[config.mk]
export PLATFORM = sky130hd
export DESIGN_NAME = keypad_encoder_event_front_end
export DESIGN_NICKNAME = d
export VERILOG_FILES = /design/src/rtl/core/kenc_pkg.sv /design/src/rtl/core/keypad_encoder_event_front_end.sv /design/src/rtl/core/kenc_front.sv /design/src/rtl/core/kenc_fifo.sv /design/src/rtl/core/kenc_back.sv
export SDC_FILE = /design/constraint.sdc
export NUM_CORES = 1
export LEC_CHECK = 0
export BUFFER_PORTS_ARGS = -buffer_cell sky130_fd_sc_hd__buf_2
export CAP_MARGIN = 15
export CORE_MARGIN = 2
export CORE_UTILIZATION = 55
export DETAILED_ROUTE_END_ITERATION = 7
export HOLD_SLACK_MARGIN = 0.12
export PLACE_DENSITY = 0.72
export SLEW_MARGIN = 20
export SYNTH_ARGS = -nofsm -noshare
export SYNTH_HDL_FRONTEND = slang
export SYNTH_HIERARCHICAL = 1
export SYNTH_SLANG_ARGS = --single-unit
[constraint.sdc]
create_clock -name clk -period 23.8 [get_ports clk]
set_input_delay 2.38 -clock clk [delete_from_list [all_inputs] [get_ports clk]]
set_output_delay 2.38 -clock clk [all_outputs]
set_load 0.005 [all_outputs]
[src/rtl/core/kenc_pkg.sv]
// Shared types and constants for the keypad and encoder event front end.
// Used by kenc_front, kenc_fifo, kenc_back and the top level; no dependencies.
package kenc_pkg;

	localparam int KEY_SLOTS = 16;

	// Positions in the pending-event mask: keys first, then switch click, then detent.
	localparam int MASK_CLICK_PRESS   = KEY_SLOTS;
	localparam int MASK_CLICK_RELEASE = KEY_SLOTS + 1;
	localparam int MASK_DETENT        = KEY_SLOTS + 2;
	localparam int MASK_W             = KEY_SLOTS + 3;

	// Register index, taken from paddr[2].
	localparam logic REG_STABLE_TICKS    = 1'b0;
	localparam logic REG_STEPS_PER_CLICK = 1'b1;

	localparam logic [7:0] STABLE_TICKS_RESET    = 8'd5;
	localparam logic [4:0] STEPS_PER_CLICK_RESET = 5'd4;

	// Quadrature transition table, index {prior A, prior B, A, B}.
	localparam logic signed [1:0] QUAD_TABLE [16] = '{
		2'sd0, -2'sd1, 2'sd1, 2'sd0,
		2'sd1, 2'sd0, 2'sd0, -2'sd1,
		-2'sd1, 2'sd0, 2'sd0, 2'sd1,
		2'sd0, 2'sd1, -2'sd1, 2'sd0
	};

	// One classified sample, as passed from the front to the back.
	typedef struct packed {
		logic [KEY_SLOTS-1:0] key_evt;
		logic [KEY_SLOTS-1:0] key_press;
		logic                 click;
		logic                 detent;
		logic [3:0]           detent_index;
	} kenc_rec_t;

endpackage

[src/rtl/core/keypad_encoder_event_front_end.sv]
// Keypad and rotary encoder event front end, top level.
// Input channel (push/full): one pin sample per item - eight active-low keys, the
// active-low encoder switch, encoder phases A and B and a scan tick flag.
// Result channel (empty/pop): events, each an index (keys, cw, ccw, switch, held cw,
// held ccw), a press/release flag and a flag on the last event of its sample.
// Config port (APB): stable tick count at 0x0, steps_per_click at 0x4; pready tied high.
// A sample is taken every cycle while the record queue has room; decode, debounce
// and detent checks finish in the cycle it is accepted. A sample that yields events
// is written to the record queue, loaded into the back end's pending mask and then
// into the output register. The output serializer emits one event per cycle while
// the output register is empty or popped, up to 11 events per sample with eight
// keys; a sample with none is not queued. Sustained rate is set by the serializer.
// A stalled result holds on the ports; the queue fills and then full rises.
// Reset clears all debounce state, the encoder counts, the prior phase and the
// queue, and loads a stable tick count of 5 and steps_per_click = 4.
// Depends on kenc_pkg, kenc_front, kenc_fifo, kenc_back.
module keypad_encoder_event_front_end #(
	parameter int KEY_COUNT   = 8,
	parameter int QUEUE_DEPTH = 4
) (
	input  logic        clk,
	input  logic        arst_n,
	input  logic        push,
	output logic        full,
	input  logic [7:0]  key_levels,
	input  logic        switch_level,
	input  logic        phase_a,
	input  logic        phase_b,
	input  logic        scan_tick,
	output logic        empty,
	input  logic        pop,
	output logic [3:0]  event_index,
	output logic        is_press,
	output logic        last_of_run,
	input  logic        psel,
	input  logic        penable,
	input  logic        pwrite,
	input  logic [2:0]  paddr,
	input  logic [31:0] pwdata,
	output logic [31:0] prdata,
	output logic        pready
);

	logic [7:0] stable_ticks_q;
	logic [4:0] steps_per_click_q;
	logic       cfg_write;
	logic       accept;

	kenc_pkg::kenc_rec_t rec;
	kenc_pkg::kenc_rec_t head;
	logic                rec_any;
	logic                q_full;
	logic                q_empty;
	logic                head_pop;
	logic                out_valid;

	assign pready    = 1'b1;
	assign cfg_write = psel && penable && pwrite;

	always_ff @(posedge clk or negedge arst_n) begin
		if (!arst_n) begin
			stable_ticks_q    <= kenc_pkg::STABLE_TICKS_RESET;
			steps_per_click_q <= kenc_pkg::STEPS_PER_CLICK_RESET;
		end else if (cfg_write) begin
			if (paddr[2] == kenc_pkg::REG_STABLE_TICKS) begin
				stable_ticks_q <= pwdata[7:0];
			end else begin
				steps_per_click_q <= pwdata[4:0];
			end
		end
	end

	assign prdata = (paddr[2] == kenc_pkg::REG_STEPS_PER_CLICK)
		? {27'd0, steps_per_click_q} : {24'd0, stable_ticks_q};

	assign full   = q_full;
	assign accept = push && !q_full;

	kenc_front #(
		.KEY_COUNT(KEY_COUNT)
	) u_front (
		.clk            (clk),
		.arst_n         (arst_n),
		.accept         (accept),
		.key_levels     (key_levels),
		.switch_level   (switch_level),
		.phase_a        (phase_a),
		.phase_b        (phase_b),
		.scan_tick      (scan_tick),
		.stable_ticks   (stable_ticks_q),
		.steps_per_click(steps_per_click_q),
		.rec            (rec),
		.rec_any        (rec_any)
	);

	kenc_fifo #(
		.DEPTH(QUEUE_DEPTH)
	) u_fifo (
		.clk   (clk),
		.arst_n(arst_n),
		.push  (accept && rec_any),
		.wdata (rec),
		.pop   (head_pop),
		.rdata (head),
		.full  (q_full),
		.empty (q_empty)
	);

	kenc_back #(
		.KEY_COUNT(KEY_COUNT)
	) u_back (
		.clk        (clk),
		.arst_n     (arst_n),
		.head       (head),
		.head_empty (q_empty),
		.head_pop   (head_pop),
		.pop        (pop),
		.out_valid  (out_valid),
		.event_index(event_index),
		.is_press   (is_press),
		.last_of_run(last_of_run)
	);

	assign empty = !out_valid;

endmodule

[src/rtl/core/kenc_front.sv]
// Front part: quadrature decode, key and switch debounce, detent detection.
// Produces one classified record per accepted sample. Depends on kenc_pkg.
module kenc_front #(
	parameter int KEY_COUNT = 8
) (
	input  logic                clk,
	input  logic                arst_n,
	input  logic                accept,
	input  logic [7:0]          key_levels,
	input  logic                switch_level,
	input  logic                phase_a,
	input  logic                phase_b,
	input  logic                scan_tick,
	input  logic [7:0]          stable_ticks,
	input  logic [4:0]          steps_per_click,
	output kenc_pkg::kenc_rec_t rec,
	output logic                rec_any
);

	logic [KEY_COUNT-1:0] key_stable_q;
	logic [7:0]           key_cnt_q [KEY_COUNT];
	logic [KEY_COUNT-1:0] key_reading;
	logic [KEY_COUNT-1:0] key_acc;

	logic        sw_stable_q;
	logic [7:0]  sw_cnt_q;
	logic        sw_reading;
	logic [7:0]  sw_cnt_inc;
	logic        sw_acc;
	logic        sw_stable_next;

	logic [1:0]  prior_q;
	logic [31:0] resid_q;
	logic [31:0] press_delta_q;

	logic signed [1:0] step;
	logic [31:0] delta;
	logic [31:0] resid_new;
	logic [31:0] resid_neg;
	logic [31:0] press_delta_new;
	logic [31:0] spc32;
	logic [4:0]  spc;
	logic        cw;
	logic        ccw;
	logic        click;
	logic [4:0]  detent_idx5;

	genvar gi;
	generate
		for (gi = 0; gi < KEY_COUNT; gi++) begin : g_key
			logic [7:0] cnt_inc;
			logic       differs;
			if (gi < 8) begin : g_pin
				assign key_reading[gi] = ~key_levels[gi];
			end else begin : g_none
				assign key_reading[gi] = 1'b0;
			end
			assign differs     = key_reading[gi] != key_stable_q[gi];
			assign cnt_inc     = key_cnt_q[gi] + 8'd1;
			assign key_acc[gi] = scan_tick && differs && (cnt_inc >= stable_ticks);

			always_ff @(posedge clk or negedge arst_n) begin
				if (!arst_n) begin
					key_stable_q[gi] <= 1'b0;
					key_cnt_q[gi]    <= 8'd0;
				end else if (accept && scan_tick) begin
					if (key_acc[gi]) begin
						key_stable_q[gi] <= key_reading[gi];
						key_cnt_q[gi]    <= 8'd0;
					end else if (differs) begin
						key_cnt_q[gi] <= cnt_inc;
					end else begin
						key_cnt_q[gi] <= 8'd0;
					end
				end
			end
		end
	endgenerate

	assign sw_reading     = ~switch_level;
	assign sw_cnt_inc     = sw_cnt_q + 8'd1;
	assign sw_acc         = scan_tick && (sw_reading != sw_stable_q)
		&& (sw_cnt_inc >= stable_ticks);
	assign sw_stable_next = sw_acc ? sw_reading : sw_stable_q;

	// Positive table entry counts down, negative counts up.
	assign step  = kenc_pkg::QUAD_TABLE[{prior_q, phase_a, phase_b}];
	assign delta = (step > 2'sd0) ? 32'hFFFF_FFFF : ((step < 2'sd0) ? 32'd1 : 32'd0);

	assign resid_new       = resid_q + delta;
	assign resid_neg       = 32'd0 - resid_new;
	assign press_delta_new = press_delta_q + delta;

	assign spc   = (steps_per_click == 5'd0) ? 5'd1 : steps_per_click;
	assign spc32 = {27'd0, spc};
	assign cw    = !resid_new[31] && (resid_new >= spc32);
	assign ccw   = resid_new[31] && (resid_neg >= spc32);
	assign click = sw_acc && !sw_reading && (press_delta_new == 32'd0);

	always_comb begin
		detent_idx5 = 5'(KEY_COUNT);
		if (cw) begin
			detent_idx5 = 5'(KEY_COUNT) + (sw_stable_next ? 5'd3 : 5'd0);
		end else begin
			detent_idx5 = 5'(KEY_COUNT) + (sw_stable_next ? 5'd4 : 5'd1);
		end
	end

	always_comb begin
		rec = '0;
		for (int i = 0; i < KEY_COUNT; i++) begin
			rec.key_evt[i]   = key_acc[i];
			rec.key_press[i] = key_reading[i];
		end
		rec.click        = click;
		rec.detent       = cw || ccw;
		rec.detent_index = detent_idx5[3:0];
	end

	assign rec_any = (|key_acc) || click || cw || ccw;

	always_ff @(posedge clk or negedge arst_n) begin
		if (!arst_n) begin
			sw_stable_q   <= 1'b0;
			sw_cnt_q      <= 8'd0;
			prior_q       <= 2'd0;
			resid_q       <= 32'd0;
			press_delta_q <= 32'd0;
		end else if (accept) begin
			prior_q <= {phase_a, phase_b};
			if (cw) begin
				resid_q <= resid_new - spc32;
			end else if (ccw) begin
				resid_q <= resid_new + spc32;
			end else begin
				resid_q <= resid_new;
			end
			// Restart the movement check on an accepted press.
			if (sw_acc && sw_reading) begin
				press_delta_q <= 32'd0;
			end else begin
				press_delta_q <= press_delta_new;
			end
			if (scan_tick) begin
				if (sw_acc) begin
					sw_stable_q <= sw_reading;
					sw_cnt_q    <= 8'd0;
				end else if (sw_reading != sw_stable_q) begin
					sw_cnt_q <= sw_cnt_inc;
				end else begin
					sw_cnt_q <= 8'd0;
				end
			end
		end
	end

endmodule

[src/rtl/core/kenc_fifo.sv]
// Short record queue between the front and the back.
// Register-based, head read directly. Depends on kenc_pkg.
module kenc_fifo #(
	parameter int DEPTH = 4
) (
	input  logic                clk,
	input  logic                arst_n,
	input  logic                push,
	input  kenc_pkg::kenc_rec_t wdata,
	input  logic                pop,
	output kenc_pkg::kenc_rec_t rdata,
	output logic                full,
	output logic                empty
);

	localparam int PW = (DEPTH > 1) ? $clog2(DEPTH) : 1;
	localparam int CW = $clog2(DEPTH + 1);
	localparam logic [PW-1:0] LAST = PW'(DEPTH - 1);

	kenc_pkg::kenc_rec_t slots_q [DEPTH];
	logic [PW-1:0] wr_ptr_q;
	logic [PW-1:0] rd_ptr_q;
	logic [CW-1:0] count_q;
	logic          do_push;
	logic          do_pop;

	assign full    = count_q == CW'(DEPTH);
	assign empty   = count_q == '0;
	assign do_push = push && !full;
	assign do_pop  = pop && !empty;
	assign rdata   = slots_q[rd_ptr_q];

	always_ff @(posedge clk) begin
		if (do_push) begin
			slots_q[wr_ptr_q] <= wdata;
		end
	end

	always_ff @(posedge clk or negedge arst_n) begin
		if (!arst_n) begin
			wr_ptr_q <= '0;
			rd_ptr_q <= '0;
			count_q  <= '0;
		end else begin
			if (do_push) begin
				wr_ptr_q <= (wr_ptr_q == LAST) ? '0 : wr_ptr_q + PW'(1);
			end
			if (do_pop) begin
				rd_ptr_q <= (rd_ptr_q == LAST) ? '0 : rd_ptr_q + PW'(1);
			end
			if (do_push && !do_pop) begin
				count_q <= count_q + CW'(1);
			end else if (do_pop && !do_push) begin
				count_q <= count_q - CW'(1);
			end
		end
	end

	a_count_bound: assert property (@(posedge clk) disable iff (!arst_n)
		count_q <= CW'(DEPTH))
		else $error("queue count beyond depth");

	a_pop_nonempty: assert property (@(posedge clk) disable iff (!arst_n)
		pop |-> !empty)
		else $error("queue popped while empty");

	a_push_grows: assert property (@(posedge clk) disable iff (!arst_n)
		(push && !full && !pop) |=> (count_q == $past(count_q) + CW'(1)))
		else $error("queue count did not grow on push");

endmodule

[src/rtl/core/kenc_back.sv]
// Back part: serializes one record into events into an output register, one per cycle
// while that register is empty or popped. Depends on kenc_pkg.
module kenc_back #(
	parameter int KEY_COUNT = 8
) (
	input  logic                clk,
	input  logic                arst_n,
	input  kenc_pkg::kenc_rec_t head,
	input  logic                head_empty,
	output logic                head_pop,
	input  logic                pop,
	output logic                out_valid,
	output logic [3:0]          event_index,
	output logic                is_press,
	output logic                last_of_run
);

	localparam logic [4:0] SW_IDX5 = 5'(KEY_COUNT + 2);

	logic [kenc_pkg::MASK_W-1:0]    mask_q;
	logic [kenc_pkg::KEY_SLOTS-1:0] key_press_q;
	logic [3:0]                     detent_index_q;
	logic [kenc_pkg::MASK_W-1:0]    low_bit;
	logic [kenc_pkg::MASK_W-1:0]    rem;
	logic [kenc_pkg::MASK_W-1:0]    head_mask;
	logic [4:0]                     sel;
	logic                           found;
	logic                           advance;
	logic [3:0]                     ev_index;
	logic                           ev_press;

	logic       out_valid_q;
	logic [3:0] event_index_q;
	logic       is_press_q;
	logic       last_q;

	assign head_mask = {head.detent, head.click, head.click, head.key_evt};

	// Lowest pending event goes first.
	always_comb begin
		sel     = '0;
		found   = 1'b0;
		low_bit = '0;
		for (int i = 0; i < kenc_pkg::MASK_W; i++) begin
			if (mask_q[i] && !found) begin
				found      = 1'b1;
				sel        = 5'(i);
				low_bit[i] = 1'b1;
			end
		end
	end

	always_comb begin
		ev_index = sel[3:0];
		ev_press = 1'b1;
		if (sel == 5'(kenc_pkg::MASK_DETENT)) begin
			ev_index = detent_index_q;
		end else if (sel == 5'(kenc_pkg::MASK_CLICK_RELEASE)) begin
			ev_index = SW_IDX5[3:0];
			ev_press = 1'b0;
		end else if (sel == 5'(kenc_pkg::MASK_CLICK_PRESS)) begin
			ev_index = SW_IDX5[3:0];
		end else begin
			ev_press = key_press_q[sel[3:0]];
		end
	end

	assign advance  = found && (!out_valid_q || pop);
	assign rem      = advance ? (mask_q & ~low_bit) : mask_q;
	assign head_pop = (rem == '0) && !head_empty;

	always_ff @(posedge clk or negedge arst_n) begin
		if (!arst_n) begin
			mask_q      <= '0;
			out_valid_q <= 1'b0;
		end else begin
			mask_q <= head_pop ? head_mask : rem;
			if (advance) begin
				out_valid_q <= 1'b1;
			end else if (pop) begin
				out_valid_q <= 1'b0;
			end
		end
	end

	always_ff @(posedge clk) begin
		if (head_pop) begin
			key_press_q    <= head.key_press;
			detent_index_q <= head.detent_index;
		end
		if (advance) begin
			event_index_q <= ev_index;
			is_press_q    <= ev_press;
			last_q        <= rem == '0;
		end
	end

	assign out_valid   = out_valid_q;
	assign event_index = event_index_q;
	assign is_press    = is_press_q;
	assign last_of_run = last_q;

endmodule

==> metrics.md, run 1 <==
| Metric | Value |
|---|---|
| CP endpoint kind | `register` |
| CP top delay family | `simple AND/OR/NAND/NOR gates` |
| Critical path required time | `24.23 ns` |
| Core Util, Final | `0.5990` |
| Routed len/inst | `19.13 µm` |
| I/O Buffers | `43` |
| Pins Over Slew Limit | `0` |
| Vias per cell | `6.194` |
| Final ANT Viol Nets | `0` |
| Number of synthesized flops with an enable pin | `178` |
| Ys Warns | `6` |
| Reg-to-reg critical path endpoint | `u_fifo/count_q[1]$_DFFE_PN0P_` |
| Post-synthesis sequential area ratio | `0.4318` |
| Critical path buffers and inverters | `4` |
| Congestion Overflow GR | `0` |
| Largest net degree at the start of global routing | `115` |
| Post-synth top area share | `0.2302` |
| CP Max Fanout | `65` |
| Critical Path Start Type | `primary input` |
| Critical path class | `in -> reg` |
| Gpl congestion | `0.8992` |
| Initial antenna violation count | `1` |
| Most common cell after layout, fill and taps aside | `dfrtp_1` |
| Slew HR | `0.2655` |
| P&R area growth vs syn | `7.963%` |
| Root Driver | `clkbuf_16` |
| Yosys reg bits | `365` |
| Placed cell areas | `23630 µm²` |
| CTS Buffer Depth | `3` |
| Row count | `75` |
| Library cells used by synthesis | `100` |
| Status | `finished clean` |
| CORE AREA | `41850 µm²` |
| Global-route wire length before repair | `87.83 mm` |
| Worst-Skew Late Latency | `0.57 ns` |
| Starting Density | `0.5549` |
| Hold Buf Count CTS | `0` |
| Number of remaining DRC errors | `0` |
| GRT Total Usage | `0.2460` |
| Hpwl dp | `35.32 mm` |
| Crit. path cell count | `26` |
| Post-route cell area | `25070 µm²` |
| Vias in the first global route | `17210` |
| Antenna diodes | `0` |
| Worst R2R Setup Slack | `15.01 ns` |
| Htree depth | `2` |
| Post-synthesis cell type with the largest combined area | `edfxtp_1` |
| Mean Syn Cell Area | `10.55 µm²` |
| Arr. time, crit path | `10.95 ns` |
| Most area-consuming cells after synthesis | `edfxtp_1 (23%), dfrtp_1 (20%), ha_1 (9.2%)` |
| Min Tclk post-route | `10.52 ns` |
| Via count | `17120` |
| Share of cells above drive strength 1 | `0.1034` |
| WHS | `0.5085 ns` |
| CP max-delay cell | `a2111oi_0` |
| Critical path startpoint | `phase_a` |
| Setup TNS | `0 ns` |
| Worst setup path endpoint | `u_fifo/count_q[1]$_DFFE_PN0P_` |
| CP peak stage delay | `0.88 ns` |
| Post-CTS sizing | `0` |
| CTS tree | `built` |
| Die ar. | `43880 µm²` |
| Final worst-path cycle share | `0.4421` |
| Mapped cell area | `23220 µm²` |
| Ys flop type | `dfrtp_1` |
| Die Wd | `209.5 µm` |
| Total I/O pin count | `95` |
| Ys async rst share | `0.5123` |
| Gate Count Post-Synth | `2202` |
| Reg2Reg Depth | `23` |
| Commonest non-fill, non-tap cells in the layout | `dfrtp_1 (183), edfxtp_1 (178), ha_1 (170)` |
| Reg2Reg Launch Point | `u_front/prior_q[0]$_DFFE_PN0P_` |
| Max Fclk | `95.04 MHz` |
| Final setup fails | `0` |
| CTS Buf Count | `41` |
| Number of max-cap violations | `0` |
| RSZ-0062 raised after global routing | `no` |
| Setup Skew | `0.02855 ns` |
| Setup bufs post-CTS | `0` |
| DR pass1 iterations | `5` |
| CTS clk-pin slew, worst paths | `0.06 ns` |
| Worst min-delay path class | `reg -> reg` |
| Layout net count | `2424` |
| Height of the die | `209.5 µm` |
| Clock sink total | `365` |
| Final WL | `52.86 mm` |
| Most common cell on crit path | `ha_1` |
| Worst slew pin tran | `1.102 ns` |
| Fin. Hold Viols | `0` |
| Initial DRC Count | `1257` |
## kinds of logic (layout without fill, tap and decap cells)
kind of cell	count (synthesis)	after routing	synth area share
other cells	4	42	0.0006464
compound gates	557	557	0.1669
xor+xnor	156	156	0.05884
simple gates	618	618	0.1377
flops	365	365	0.4318
buf+inv	244	229	0.04930
fa+ha+maj	175	175	0.09591
mux	83	83	0.05889
## cell usage after synthesis, types with 20 or more instances
| cell | count |
|---|---|
| edfxtp_1 | 178 |
| clkbuf_1 | 71 |
| nor2_1 | 126 |
| and2_1 | 29 |
| nand3_1 | 72 |
| inv_1 | 100 |
| o22ai_1 | 40 |
| o21ai_0 | 86 |
| buf_4 | 50 |
| ha_1 | 170 |
| nor2b_1 | 40 |
| xor2_1 | 62 |
| mux2_2 | 31 |
| nor3_1 | 45 |
| nand4_1 | 26 |
| xnor2_1 | 94 |
| and3_1 | 20 |
| a21o_1 | 32 |
| a21oi_1 | 141 |
| nand2b_1 | 41 |
| mux4_2 | 39 |
| dfrtp_1 | 184 |
| a32o_1 | 56 |
| o31ai_1 | 25 |
| nand2_1 | 131 |
## sequential cells by signal, summed over array words and instances (netlist names)
register / cells
u_front/sw_cnt_q: 8
u_back/mask_q: 19
u_fifo/rd_ptr_q: 2
steps_per_click_q: 5
u_back/out_valid: 1
u_fifo/count_q: 3
u_front/prior_q: 2
u_front/key_stable_q: 8
u_back/is_press: 1
u_back/key_press_q: 16
u_back/detent_index_q: 4
u_back/event_index: 4
stable_ticks_q: 8
u_back/last_of_run: 1
u_front/resid_q: 32
u_fifo/slots_q: 152
u_front/key_cnt_q: 64
u_fifo/wr_ptr_q: 2
u_front/press_delta_q: 32
u_front/sw_stable_q: 1
## how the worst min path moves through the flow
| stage | start | to | slack (ns) | cells after the start |
|---|---|---|---|---|
| after floorplan | u_front/sw_cnt_q[7]$_DFFE_PN0P_ | u_front/sw_cnt_q[7]$_DFFE_PN0P_ | 0.47 | 2 |
| after global placement | u_front/sw_cnt_q[7]$_DFFE_PN0P_ | u_front/sw_cnt_q[7]$_DFFE_PN0P_ | 0.48 | 2 |
| after detailed placement | u_front/sw_cnt_q[7]$_DFFE_PN0P_ | u_front/sw_cnt_q[7]$_DFFE_PN0P_ | 0.49 | 2 |
| after CTS | u_front/sw_cnt_q[7]$_DFFE_PN0P_ | u_front/sw_cnt_q[7]$_DFFE_PN0P_ | 0.51 | 2 |
| after global routing | u_front/resid_q[18]$_DFFE_PN0P_ | u_front/resid_q[18]$_DFFE_PN0P_ | 0.54 | 1 |
| final | u_front/sw_cnt_q[7]$_DFFE_PN0P_ | u_front/sw_cnt_q[7]$_DFFE_PN0P_ | 0.51 | 2 |
## layer usage
metal,vias to the layer above,global-route usage,part of all wire
li1,8151,-,-
met1,8407,0.3310,0.45
met2,484,0.4146,0.48
met3,77,0.03816,0.055
met4,2,0.07263,0.022
met5,-,0,0.00019
## stage by stage
| step | std cells | setup slack, ns |
|---|---|---|
| 6_report | 2764 | 13.28 |
| 5_1_grt | 2764 | 12.84 |
| 4_1_cts | 2762 | 13.43 |
| 3_5_place_dp | 2689 | 12.86 |
| 3_3_place_gp | 2689 | 13.04 |
| 2_1_floorplan | 2240 | 12.67 |
## tightest hold or removal path, stage by stage (launching register included)
cell and delay (ns):
dfrtp_1 0.36, nand2_1 0.06, nand2_1 0.06
## area by class of cell
| type | count | area (µm²) |
|---|---|---|
| fillers | 3486 | 16780 |
| well taps | 539 | 674.4 |
| flip-flops and latches | 365 | 10030 |
| repair buffers | 56 | 361.6 |
| clock buffers | 52 | 1067 |
| clock inverters | 21 | 315.3 |
| multi-input cells | 1631 | 12250 |
| inverters | 100 | 375.4 |
Power of run 1 is left out: the tool's default activity adds up to more than one toggle a clock period on the data nets, which glitch-free logic cannot reach.
==> run 2: changes to the inputs <==
--- a/config.mk
+++ b/config.mk
@@ -11,7 +11,7 @@
 export CORE_UTILIZATION = 55
 export DETAILED_ROUTE_END_ITERATION = 7
 export HOLD_SLACK_MARGIN = 0.12
-export PLACE_DENSITY = 0.72
+export PLACE_DENSITY = 0.75
 export SLEW_MARGIN = 20
 export SYNTH_ARGS = -nofsm -noshare
 export SYNTH_HDL_FRONTEND = slang
==> constraint.sdc (replaced) <==
create_clock -name clk -period 9.3 [get_ports clk]
set_input_delay 0.93 -clock clk [delete_from_list [all_inputs] [get_ports clk]]
set_output_delay 0.93 -clock clk [all_outputs]
set_load 0.005 [all_outputs]
==> run 2 against run 1 <==
Global-route usage down 0.25 points. Final cell count up 0.36%. Count of clock-buffer cells in the layout down 4. Via count up 0.60%. Critical path depth down 1. Critical endpoint unchanged. Register-to-register slack worse by 13 ns. Worst hold slack worse by 0.12 ns. Non-clock buffer count up 8. Final area up 0.34%. Highest routed layer is now met4. Core utilization up 0.20 points. Flip-flop and latch count unchanged.
==> metrics.md, run 2 (synthesis results as in run 1) <==
| Metric | Value |
|---|---|
| Clock sink total | `365 (unchanged)` |
| CP max-delay cell | `a2111oi_0 (unchanged)` |
| Worst-Skew Late Latency | `0.58 ns (was 0.57 ns)` |
| DR pass1 iterations | `7 (was 5)` |
| CP peak stage delay | `0.85 ns (was 0.88 ns)` |
| Post-CTS sizing | `0 (unchanged)` |
| Pins Over Slew Limit | `0 (unchanged)` |
| Final setup fails | `0 (unchanged)` |
| Area of the multi-input gates | `12250 µm² (about the same)` |
| Slew HR | `0.3367 (was 0.2655)` |
| CTS Buf Count | `40 (was 41)` |
| Arr. time, crit path | `8.44 ns (was 10.95 ns)` |
| Vias per cell | `6.209 (was 6.194)` |
| Final WL | `53.16 mm (was 52.86 mm)` |
| Most common cell after layout, fill and taps aside | `dfrtp_1 (unchanged)` |
| Setup Skew | `0.03069 ns (was 0.02855 ns)` |
| Status | `finished clean (unchanged)` |
| Largest Register | `u_fifo/slots_q (unchanged)` |
| Worst min-delay path class | `in -> async (was reg -> reg)` |
| Reg area | `10030 µm² (unchanged)` |
| Number of flip-flops under the largest register name | `152 (unchanged)` |
| Via count | `17220 (was 17120)` |
| CORE AREA | `41850 µm² (unchanged)` |
| Initial DRC Count | `1354 (was 1257)` |
| Critical path class | `in -> reg (unchanged)` |
| Top Registers | `u_fifo/slots_q (152), u_front/key_cnt_q (64) (unchanged)` |
| Critical Path Start Type | `primary input (unchanged)` |
| Uppermost layer routed | `met4 (was met5)` |
| Layout net count | `2431 (was 2424)` |
| Final ANT Viol Nets | `0 (unchanged)` |
| Hpwl dp | `36.07 mm (was 35.32 mm)` |
| P&R area growth vs syn | `8.330% (was 7.963%)` |
| Metal3 WL | `2.819 mm (was 2.918 mm)` |
| Layout fillers | `3417 (was 3486)` |
| Height of the die | `209.5 µm (unchanged)` |
| CP endpoint kind | `register (unchanged)` |
| Core Util, Final | `0.6011 (was 0.5990)` |
| I/O Buffers | `43 (unchanged)` |
| Root Driver | `clkbuf_16 (unchanged)` |
| Total I/O pin count | `95 (unchanged)` |
| Gpl congestion | `0.8943 (was 0.8992)` |
| CTS tree | `built (unchanged)` |
| Vias in the first global route | `16790 (was 17210)` |
| CP top delay family | `simple AND/OR/NAND/NOR gates (unchanged)` |
| Critical path buffers and inverters | `3 (was 4)` |
| Congestion Overflow GR | `0 (unchanged)` |
| Initial antenna violation count | `1 (unchanged)` |
| Fin. Hold Viols | `0 (unchanged)` |
| Setup bufs post-CTS | `0 (unchanged)` |
| Wl on met1 | `23.19 mm (was 23.56 mm)` |
| GRT Total Usage | `0.2436 (was 0.2460)` |
| Routed len/inst | `19.16 µm (was 19.13 µm)` |
| Starting Density | `0.5549 (unchanged)` |
| Share of cells above drive strength 1 | `0.1092 (was 0.1034)` |
| Most common cell on crit path | `ha_1 (unchanged)` |
| Critical path required time | `9.76 ns (was 24.23 ns)` |
| Row count | `75 (unchanged)` |
| Die ar. | `43880 µm² (unchanged)` |
| Die Wd | `209.5 µm (unchanged)` |
| Setup TNS | `0 ns (unchanged)` |
| CP Max Fanout | `25 (was 65)` |
| Commonest non-fill, non-tap cells in the layout | `dfrtp_1 (183), edfxtp_1 (178), ha_1 (170) (unchanged)` |
| Met2 WL post-DR | `25.43 mm (was 25.21 mm)` |
| Htree depth | `2 (unchanged)` |
| Number of remaining DRC errors | `0 (unchanged)` |
| Largest net degree at the start of global routing | `89 (was 115)` |
| CTS Buffer Depth | `3 (unchanged)` |
| Min Tclk post-route | `7.978 ns` |
| Global-route wire length before repair | `86.35 mm (was 87.83 mm)` |
| Number of max-cap violations | `0 (unchanged)` |
| Worst slew pin tran | `0.9859 ns (was 1.102 ns)` |
| CTS clk-pin slew, worst paths | `0.06 ns (about the same)` |
| RSZ-0062 raised after global routing | `no (unchanged)` |
| Max Fclk | `125.4 MHz` |
| Hold Buf Count CTS | `0 (unchanged)` |
| Final worst-path cycle share | `0.8578` |
[run 2: worst reg2reg max path, stage by stage (launching register included)]
cell and delay [ns]:
dfrtp_1 0.41, mux4_2 0.55, nor2_4 0.64, ha_1 0.39, a211oi_2 0.38, o21bai_1 0.14
a21oi_1 0.27, xor2_1 0.65, nand4_1 0.44, a2111oi_0 0.86, nand2_1 0.16, mux2i_1 0.16
nor4_1 0.21, nand4b_1 0.24, o21ai_4 0.24, nand2_4 0.13, or3_1 0.36, and2_1 0.15
nor2b_1 0.20, ha_1 0.28, inv_1 0.08, fa_1 0.41, mux2_2 0.27
[run 2: routing by layer]
metal,global-route usage,up-vias
met4,0.08755,0
li1,-,8195
met3,0.03561,112
met1,0.3256,8369
met5,0,-
met2,0.4070,547
[run 2: cell type report]
cell class / count / area share
antenna: 1 / 0.00009947
clock buffer: 48 / 0.04178
clock inverter: 26 / 0.01378
inverter: 100 / 0.01492
multi-input combinational: 1631 / 0.4868
sequential: 365 / 0.3987
tap: 539 / 0.02681
timing repair buffer: 64 / 0.01716
[run 2: path summary, 6_finish.rpt]
| path | from | endpoint | slack [ns] | depth (start not counted) |
|---|---|---|---|---|
| worst max-delay path | phase_a | u_fifo/count_q[1]$_DFFE_PN0P_ | 1.32 | 25 |
| worst min-delay path | arst_n | u_back/mask_q[9]$_DFF_PN0_ | 0.39 | 1 |
| worst max register to register | u_front/prior_q[0]$_DFFE_PN0P_ | u_fifo/count_q[1]$_DFFE_PN0P_ | 1.61 | 22 |
| worst min register to register | u_front/sw_cnt_q[7]$_DFFE_PN0P_ | u_front/sw_cnt_q[7]$_DFFE_PN0P_ | 0.51 | 2 |
| max in group asynchronous | arst_n | u_front/press_delta_q[13]$_DFFE_PN0P_ | 7.44 | 2 |
| min in group clk | u_front/sw_cnt_q[7]$_DFFE_PN0P_ | u_front/sw_cnt_q[7]$_DFFE_PN0P_ | 0.51 | 2 |
[run 2: stage by stage]
step | setup WS [ns] | hold slack, ns | std cells | cell area (µm²)
2_1_floorplan | 0.6121 | 0.4665 | 2240 | 23370
3_3_place_gp | 1.036 | 0.4852 | 2699 | 23760
3_5_place_dp | 0.8252 | 0.4932 | 2699 | 23760
4_1_cts | 1.435 | 0.4158 | 2773 | 25150
5_1_grt | 0.6971 | 0.4465 | 2773 | 25150
6_report | 1.323 | 0.3889 | 2774 | 25160
Power of run 2 is left out for the same reason.
==> run 3: changes to the inputs <==
--- a/config.mk
+++ b/config.mk
@@ -7,6 +7,7 @@
 export LEC_CHECK = 0
 export BUFFER_PORTS_ARGS = -buffer_cell sky130_fd_sc_hd__buf_2
 export CAP_MARGIN = 15
+export CORE_ASPECT_RATIO = 1.75
 export CORE_MARGIN = 2
 export CORE_UTILIZATION = 55
 export DETAILED_ROUTE_END_ITERATION = 7
==> run 3 against run 2 <==
Count of clock-buffer cells in the layout fell by 10. Sequential share of layout area is 0.37 points higher. Via count down 0.18%. Flip-flop and latch count did not move. Worst hold slack improved by 0.11 ns. Final area is 0.93% lower. Non-clock buffer count unchanged.
==> metrics.md, run 3 (synthesis results as in run 1) <==
| Metric | Value |
|---|---|
| Vias per cell | `6.189 (was 6.209)` |
| Setup TNS | `0 ns (unchanged)` |
| Slew HR | `0.3281 (was 0.3367)` |
| Commonest non-fill, non-tap cells in the layout | `dfrtp_1 (183), edfxtp_1 (178), ha_1 (170) (unchanged)` |
| CP peak stage delay | `0.68 ns (was 0.85 ns)` |
| Final WL | `53.83 mm (was 53.16 mm)` |
| Largest net degree at the start of global routing | `109 (was 89)` |
| Number of flip-flops under the largest register name | `152 (unchanged)` |
| Most common cell on crit path | `ha_1 (unchanged)` |
| Hpwl dp | `37.64 mm (was 36.07 mm)` |
| Congestion Overflow GR | `0 (unchanged)` |
| Final ANT Viol Nets | `0 (unchanged)` |
| Clock sink total | `365 (unchanged)` |
| RSZ-0062 raised after global routing | `no (unchanged)` |
| Final worst-path cycle share | `0.8701 (was 0.8578)` |
| Final setup fails | `0 (unchanged)` |
| Initial antenna violation count | `1 (unchanged)` |
| Total I/O pin count | `95 (unchanged)` |
| I/O Buffers | `43 (unchanged)` |
| Area of the multi-input gates | `12250 µm² (about the same)` |
| WHS | `0.4967 ns (was 0.3889 ns)` |
| Setup bufs post-CTS | `0 (unchanged)` |
| Row count | `99 (was 75)` |
| Status | `finished clean (unchanged)` |
| Root Driver | `clkbuf_16 (unchanged)` |
| CTS Buf Count | `35 (was 40)` |
| Gpl congestion | `0.9733 (was 0.8943)` |
| Critical path required time | `9.76 ns (about the same)` |
| GRT Total Usage | `0.2458 (was 0.2436)` |
| Post-route cell area | `24920 µm² (was 25160 µm²)` |
| P&R area growth vs syn | `7.328% (was 8.330%)` |
| CP endpoint kind | `register (unchanged)` |
| Post-CTS sizing | `0 (unchanged)` |
| Top Registers | `u_fifo/slots_q (152), u_front/key_cnt_q (64) (unchanged)` |
| CP max-delay cell | `nor2_4 (was a2111oi_0)` |
| Max Fclk | `123.6 MHz (was 125.4 MHz)` |
| Fin. Hold Viols | `0 (unchanged)` |
| Reg area | `10030 µm² (unchanged)` |
| Vias in the first global route | `17740 (was 16790)` |
| Setup Skew | `0.03182 ns (was 0.03069 ns)` |
| Most common cell after layout, fill and taps aside | `dfrtp_1 (unchanged)` |
| Number of remaining DRC errors | `0 (unchanged)` |
| Critical path class | `in -> reg (unchanged)` |
| Via count | `17190 (was 17220)` |
| DR pass1 iterations | `5 (was 7)` |
| CTS clk-pin slew, worst paths | `0.06 ns (about the same)` |
| Arr. time, crit path | `8.55 ns (was 8.44 ns)` |
| Htree depth | `2 (unchanged)` |
| Starting Density | `0.5563 (was 0.5549)` |
| Min Tclk post-route | `8.092 ns (was 7.978 ns)` |
| Layout fillers | `3393 (was 3417)` |
| CP Max Fanout | `27 (was 25)` |
| Critical Path Start Type | `primary input (unchanged)` |
| Hold Buf Count CTS | `0 (unchanged)` |
| Initial DRC Count | `1054 (was 1354)` |
| Number of max-cap violations | `0 (unchanged)` |
| Height of the die | `275.8 µm (was 209.5 µm)` |
| CTS tree | `built (unchanged)` |
| Die Wd | `159.3 µm (was 209.5 µm)` |
| Die ar. | `43950 µm² (was 43880 µm²)` |
| Share of cells above drive strength 1 | `0.1053 (was 0.1092)` |
| Placed cell areas | `23780 µm² (was 23760 µm²)` |
| Worst slew pin tran | `1.008 ns (was 0.9859 ns)` |
| CORE AREA | `41740 µm² (was 41850 µm²)` |
| Core Util, Final | `0.5971 (was 0.6011)` |
| Largest Register | `u_fifo/slots_q (unchanged)` |
| Antenna diodes | `0 (was 1)` |
| Pins Over Slew Limit | `0 (unchanged)` |
| Layout net count | `2426 (was 2431)` |
| Worst min-delay path class | `reg -> reg (was in -> async)` |
| Worst-Skew Late Latency | `0.55 ns (was 0.58 ns)` |
| Global-route wire length before repair | `88.08 mm (was 86.35 mm)` |
| CTS Buffer Depth | `3 (unchanged)` |
| Routed len/inst | `19.38 µm (was 19.16 µm)` |
[run 3: cell types whose count changed in the layout (fill, tap and decap cells not counted), moves of 2 or more]
cell,before,now
clkbuf_16,40,35
clkinv_2,9,3
clkinv_1,2,6
clkbuf_1,6,2
clkinv_4,1,3
bufinv_16,6,3
clkinvlp_4,4,6
[run 3: routing by layer]
metal,up-vias,global-route usage,part of all wire
met5,-,0,0.00024
met4,2,0.1462,0.060
met3,187,0.02479,0.036
met2,473,0.4618,0.53
met1,8394,0.2683,0.37
li1,8136,-,-
[run 3: final timing paths]
kind | to | depth (start not counted) | slack, ns | startpoint
worst max-delay path | u_fifo/count_q[2]$_DFFE_PN0P_ | 29 | 1.21 | phase_a
worst min-delay path | u_front/sw_cnt_q[7]$_DFFE_PN0P_ | 2 | 0.50 | u_front/sw_cnt_q[7]$_DFFE_PN0P_
worst max register to register | u_fifo/count_q[2]$_DFFE_PN0P_ | 26 | 1.53 | u_front/prior_q[0]$_DFFE_PN0P_
worst min register to register | u_front/sw_cnt_q[7]$_DFFE_PN0P_ | 2 | 0.50 | u_front/sw_cnt_q[7]$_DFFE_PN0P_
max in group asynchronous | u_front/sw_cnt_q[5]$_DFFE_PN0P_ | 2 | 7.48 | arst_n
min in group asynchronous | u_front/press_delta_q[22]$_DFFE_PN0P_ | 1 | 0.54 | arst_n
[run 3: through the flow]
stage	worst slack, ns	std cells
2_1_floorplan	0.6121	2240
3_3_place_gp	0.8248	2715
3_5_place_dp	0.6941	2715
4_1_cts	1.230	2778
5_1_grt	0.4885	2778
6_report	1.208	2778
[run 3: layout make-up]
class / count / share of cell area
multi-input cells: 1631 / 0.4915
flip-flops and latches: 365 / 0.4024
clock buffers: 38 / 0.03599
well taps: 555 / 0.02786
repair buffers: 64 / 0.01747
inverters: 100 / 0.01506
clock inverters: 25 / 0.009689
[run 3: critical path: cells and delay by family]
family                     cells  cell delay [ns]
muxes                          1             0.50
buffers and inverters          4             0.67
xor gates and xnor gates       3             0.54
AOI/OAI and AO/OA              9             2.48
adders and majority gates      4             1.17
and+or+nand+nor                8             2.24
Power of run 3 is left out for the same reason.
